<file path="config.mk">
export PLATFORM = sky130hd
export DESIGN_NAME = hbhq_div
export DESIGN_NICKNAME = d
export VERILOG_FILES = /design/src/rtl/hbhq_pkg.sv /design/src/rtl/hbhq_div.sv
export SDC_FILE = /design/constraint.sdc
export NUM_CORES = 1
export LEC_CHECK = 0
export BUFFER_PORTS_ARGS = -buffer_cell sky130_fd_sc_hd__buf_2
export CAP_MARGIN = 40
export CORE_MARGIN = 10
export CORE_UTILIZATION = 56
export DETAILED_ROUTE_END_ITERATION = 12
export PLACE_DENSITY = 0.89
export SLEW_MARGIN = 20
export SYNTH_ARGS = -nofsm -noshare
export SYNTH_HDL_FRONTEND = slang
export SYNTH_SLANG_ARGS = --single-unit
</file>
<file path="constraint.sdc">
create_clock -name i_clk -period 3.7 [get_ports i_clk]
set_input_delay 0.74 -clock i_clk [delete_from_list [all_inputs] [get_ports i_clk]]
set_output_delay 0.74 -clock i_clk [all_outputs]
set_load 0.02 [all_outputs]
</file>
<file path="src/rtl/hbhq_pkg.sv">
// Shared types and constants for the heightmap bilinear height query block.
`default_nettype none
package hbhq_pkg;
    localparam int unsigned GRID_AW = 16;
    localparam int unsigned GRID_DEPTH = 1 << GRID_AW;
    localparam int unsigned HW = 32;
    localparam int unsigned CFG_IDX_W = 3;

    typedef enum logic [CFG_IDX_W-1:0] {
        REG_ORIGIN_X  = 3'd0,
        REG_ORIGIN_Z  = 3'd1,
        REG_CELL_SIZE = 3'd2,
        REG_COLS      = 3'd3,
        REG_ROWS      = 3'd4,
        REG_INVALID   = 3'd5
    } t_cfg_reg;

    localparam logic KIND_QUERY = 1'b0;
    localparam logic KIND_WRITE = 1'b1;
    localparam logic signed [63:0] ONE_Q16 = 64'sd65536;

    // divider request/response
    typedef struct packed {
        logic        start;
        logic [32:0] dividend;
        logic [30:0] divisor;
    } t_div_req;

    typedef struct packed {
        logic        done;
        logic [32:0] quot;
        logic [15:0] frac;
    } t_div_rsp;
endpackage
`default_nettype wire

</file>
<file path="src/rtl/hbhq_div.sv">
// Restoring divider: 33-bit offset by a 31-bit divisor, giving a 33-bit quotient and 16 fraction bits.
`default_nettype none
module hbhq_div (
    input  wire logic               i_clk,
    input  wire logic               i_rst_n,
    input  wire hbhq_pkg::t_div_req i_req,
    output hbhq_pkg::t_div_rsp      o_rsp
);
    // 49 quotient bits: 33 integer then 16 fraction, one per cycle
    logic [48:0] r_num, n_num;
    logic [31:0] r_rem, n_rem;
    logic [30:0] r_den;
    logic [5:0]  r_cnt, n_cnt;
    logic        r_busy, n_busy;
    logic        r_done, n_done;
    logic [32:0] w_trial;
    logic [31:0] w_shift;

    always_comb begin
        n_num  = r_num;
        n_rem  = r_rem;
        n_cnt  = r_cnt;
        n_busy = r_busy;
        n_done = 1'b0;
        w_shift = {r_rem[30:0], r_num[48]};
        w_trial = {1'b0, w_shift} - {2'b0, r_den};
        if (i_req.start) begin
            n_num  = {i_req.dividend, 16'd0};
            n_rem  = '0;
            n_cnt  = 6'd49;
            n_busy = 1'b1;
        end else if (r_busy) begin
            if (!w_trial[32]) begin
                n_rem = w_trial[31:0];
            end else begin
                n_rem = w_shift;
            end
            n_num = {r_num[47:0], ~w_trial[32]};
            n_cnt = r_cnt - 6'd1;
            if (r_cnt == 6'd1) begin
                n_busy = 1'b0;
                n_done = 1'b1;
            end
        end
    end

    always_ff @(posedge i_clk) begin
        if (!i_rst_n) begin
            r_busy <= 1'b0;
            r_done <= 1'b0;
            r_cnt  <= '0;
        end else begin
            r_busy <= n_busy;
            r_done <= n_done;
            r_cnt  <= n_cnt;
        end
        r_num <= n_num;
        r_rem <= n_rem;
        if (i_req.start) begin
            r_den <= i_req.divisor;
        end
    end

    assign o_rsp.done = r_done;
    assign o_rsp.quot = r_num[48:16];
    assign o_rsp.frac = r_num[15:0];
endmodule
`default_nettype wire

</file>
==> summary.md <==
| Metric | Value |
|---|---|
| Core area | `about 11,000 µm²` |
| Ys Warns | `0` |
| Design area | `7570 µm²` |
| CTS Sinks | `119` |
| Die Ht | `127 µm` |
| Startpoint Class | `flop` |
| CTS max path bufs | `2` |
| Root Buffer | `clkbuf_16` |
| Share of Yosys cell area claimed by the top area cell type | `a little under a third` |
| LEAKAGE | `0.00327 µW` |
| Worst r2r path cells | `12` |
| Max VDD drop | `between 0.4 and 0.5 mV` |
| Sequential area share after synthesis | `a little under half` |
| Clk pin slew, worst setup/hold paths | `60 ps` |
| Vias in the first global route | `5,359` |
| Max Slew Vio Count | `0` |
| Total Negative Setup Slacks | `0 ps` |
| Post-synth EDFFs | `64` |
| Num ports | `approximately 120` |
| Status | `completed` |
| Final setup violation count | `0` |
| Critical path fanouts, max | `24` |
| Initial antenna violation count | `0` |
| Worst-Margin Slew | `between 700 and 800 ps` |
| Dominant synthesized flop cell | `edfxtp_1` |
| Commonest cells post-synth | `edfxtp_1, nor2_1, nand2_1` |
| Fin cells | `just under 900` |
| Req. time, crit path | `around 4000 ps` |
| CTS tree | `built` |
| Crit path arrival time | `roughly 4000 ps` |
| Die area | `roughly 16,000 µm²` |
| # diodes | `0` |
| Share of the clock period used by the worst path | `96.7%` |
| Hold Path Class | `in2reg` |
| Crit. End Element | `flop` |
| Post-cts sizing count | `0` |
| DRT iter0 DRCs | `between 400 and 500` |
| Synth unique cells | `74` |
| Drc violations | `0` |
| RSZ-0062 raised after global routing | `false` |
| Largest net degree at the start of global routing | `between 60 and 70` |
| Crit path kind | `reg2reg` |
| Synth Register Bits | `approximately 120` |
| Initial Utilization | `between 50% and 60%` |
| Htree depth | `4` |
| Hold Path Cell Cnt | `1` |
| IO buf count | `between 100 and 150` |
| Peak Freq | `279 MHz` |
| Global-route wire length before repair | `26,600 µm` |
| Worst-Skew Late Latency | `approximately 430 ps` |
| Hold_ws | `491 ps` |
| Wire per inst | `approximately 19 µm` |
| # Post-CTS Setup Buffers | `0` |
| Die Span X | `around 130 µm` |
| Vias per std cell | `about 6` |
| Placed Area | `approximately 7000 µm²` |
| Placed cells | `approximately 850` |
| GPL Wtd Cong | `0.918` |
| Max Cap Violations | `0` |
| Synth area leaders | `edfxtp_1, dfxtp_1, ha_1` |
| Syn_area_per_cell | `approximately 10 µm²` |
| Detailed-route via count | `5,325` |
| Share of cells above drive strength 1 | `approximately a quarter` |
| Relative slew margins | `a little under half` |
| Remaining Overflow, GRT | `0` |
| Minimum clock period | `3580 ps` |
| Area growth syn-to-layout | `18.6%` |
| Synth Net Count | `approximately 720` |
| TritonRoute pass-1 iters | `5` |
| Area of the mapped netlist | `6380 µm²` |
| Overall global routing resource usage | `20.2%` |
| # rows | `38` |
| Pwr dens | `519 nW/µm²` |
| Hold Buf Count CTS | `0` |
| CTS Buf Count | `17` |
| Final net count | `about 830` |
| Synthesized instance count | `between 600 and 700` |
| Count leader, synth | `edfxtp_1` |
| Final-report hold violation count | `0` |
| Antenna viol nets, final | `0` |
| Setup Skew | `13.0 ps` |
| Hpwl dp | `between 10,000 and 15,000 µm` |
| Synth async-reset ratio | `0%` |
| Tot Pwr | `a little under 4000 µW` |
| Yosys top cell by area | `edfxtp_1` |
| Total Wirelength | `16,700 µm` |
state kept, by name, summed over array words and instances (netlist names):
| name | count |
|---|---|
| r_busy | 1 |
| r_cnt | 6 |
| r_den | 31 |
| r_done | 1 |
| r_num | 49 |
| r_rem | 31 |
worst max-delay path, stage by stage, from the launching register on:
cell and delay, ps:
edfxtp_1 380, inv_1 70, ha_1 240, fa_1 430, and2b_1 300, o211ai_4 100, a21oi_2 240, o31ai_4 140
o311ai_4 320, nand3_2 230, nand2_2 500, nand3_1 210, a311oi_2 300
cells by family (layout without fill, tap and decap cells):
kind of cell	Yosys count	count (layout)	share of synthesized area [%]
and+or+nand+nor	179	179	13.2
AOI/OAI and AO/OA	177	177	21.3
DFF	119	119	47.4
muxes	18	18	2.84
xor gates and xnor gates	24	24	3.29
adders and majority gates	34	34	6.78
buffers and inverters	72	194	5.24
layout by cell type, fill, tap and decap left out, drive strengths merged, types with 3 or more instances in the layout:
master,instances
a21oi,40
or3,4
a311oi,18
ha,33
and3,4
clkinv,9
and2,4
nand3,15
clkbuf,19
dfxtp,55
buf,119
xor2,10
a31oi,4
a22o,32
nand2b,6
xnor2,14
o311a,3
o21ai,26
nand2,58
o21bai,3
edfxtp,64
a2111oi,3
a21o,9
mux2i,17
o211ai,6
o21a,9
or2,4
o31ai,3
a211oi,7
inv,43
nor3,8
a21boi,3
nor2b,3
nor4,3
nor2,61
worst paths after layout:
kind                                from                endpoint  slack (ps)
hold / removal                 i_req[28]     r_den[28]$_DFFE_PP_         490
hold reg to reg   r_rem[24]$_SDFFE_PP0P_  r_rem[24]$_SDFFE_PP0P_         490
setup reg to reg     r_num[48]$_DFFE_PP_  r_rem[25]$_SDFFE_PP0P_         120
setup / recovery     r_num[48]$_DFFE_PP_  r_rem[25]$_SDFFE_PP0P_         120
layout make-up:
cell class	count	area, µm²
inverter	43	161
timing repair buffer	119	606
fill	784	3420
clock inverter	13	131
sequential	119	3020
tap	140	175
multi-input combinational	432	3030
clock buffer	19	443
per-stage QoR:
| step | util [%] | setup slack [ps] |
|---|---|---|
| 6_report | 68.9 | 121 |
| 4_1_cts | 68.9 | 169 |
| 3_5_place_dp | 63.7 | 325 |
| 3_3_place_gp | 63.7 | 513 |
| 5_1_grt | 68.9 | 6.46 |
| 2_1_floorplan | - | 664 |
per-layer routing:
| layer | track usage [%] | part of all wire (%) | vias to the layer above |
|---|---|---|---|
| li1 | - | - | 2511 |
| met4 | 8.84 | 2.7 | 0 |
| met5 | 0 | 0 | - |
| met1 | 22.4 | 41 | 2549 |
| met2 | 35.0 | 50 | 225 |
| met3 | 6.04 | 6.6 | 40 |
report_power, final:
part	internal, µW	switching, µW
registers	1500	70.5
logic	297	460
clock network	1000	599
Power figures use the tool's default switching activity.
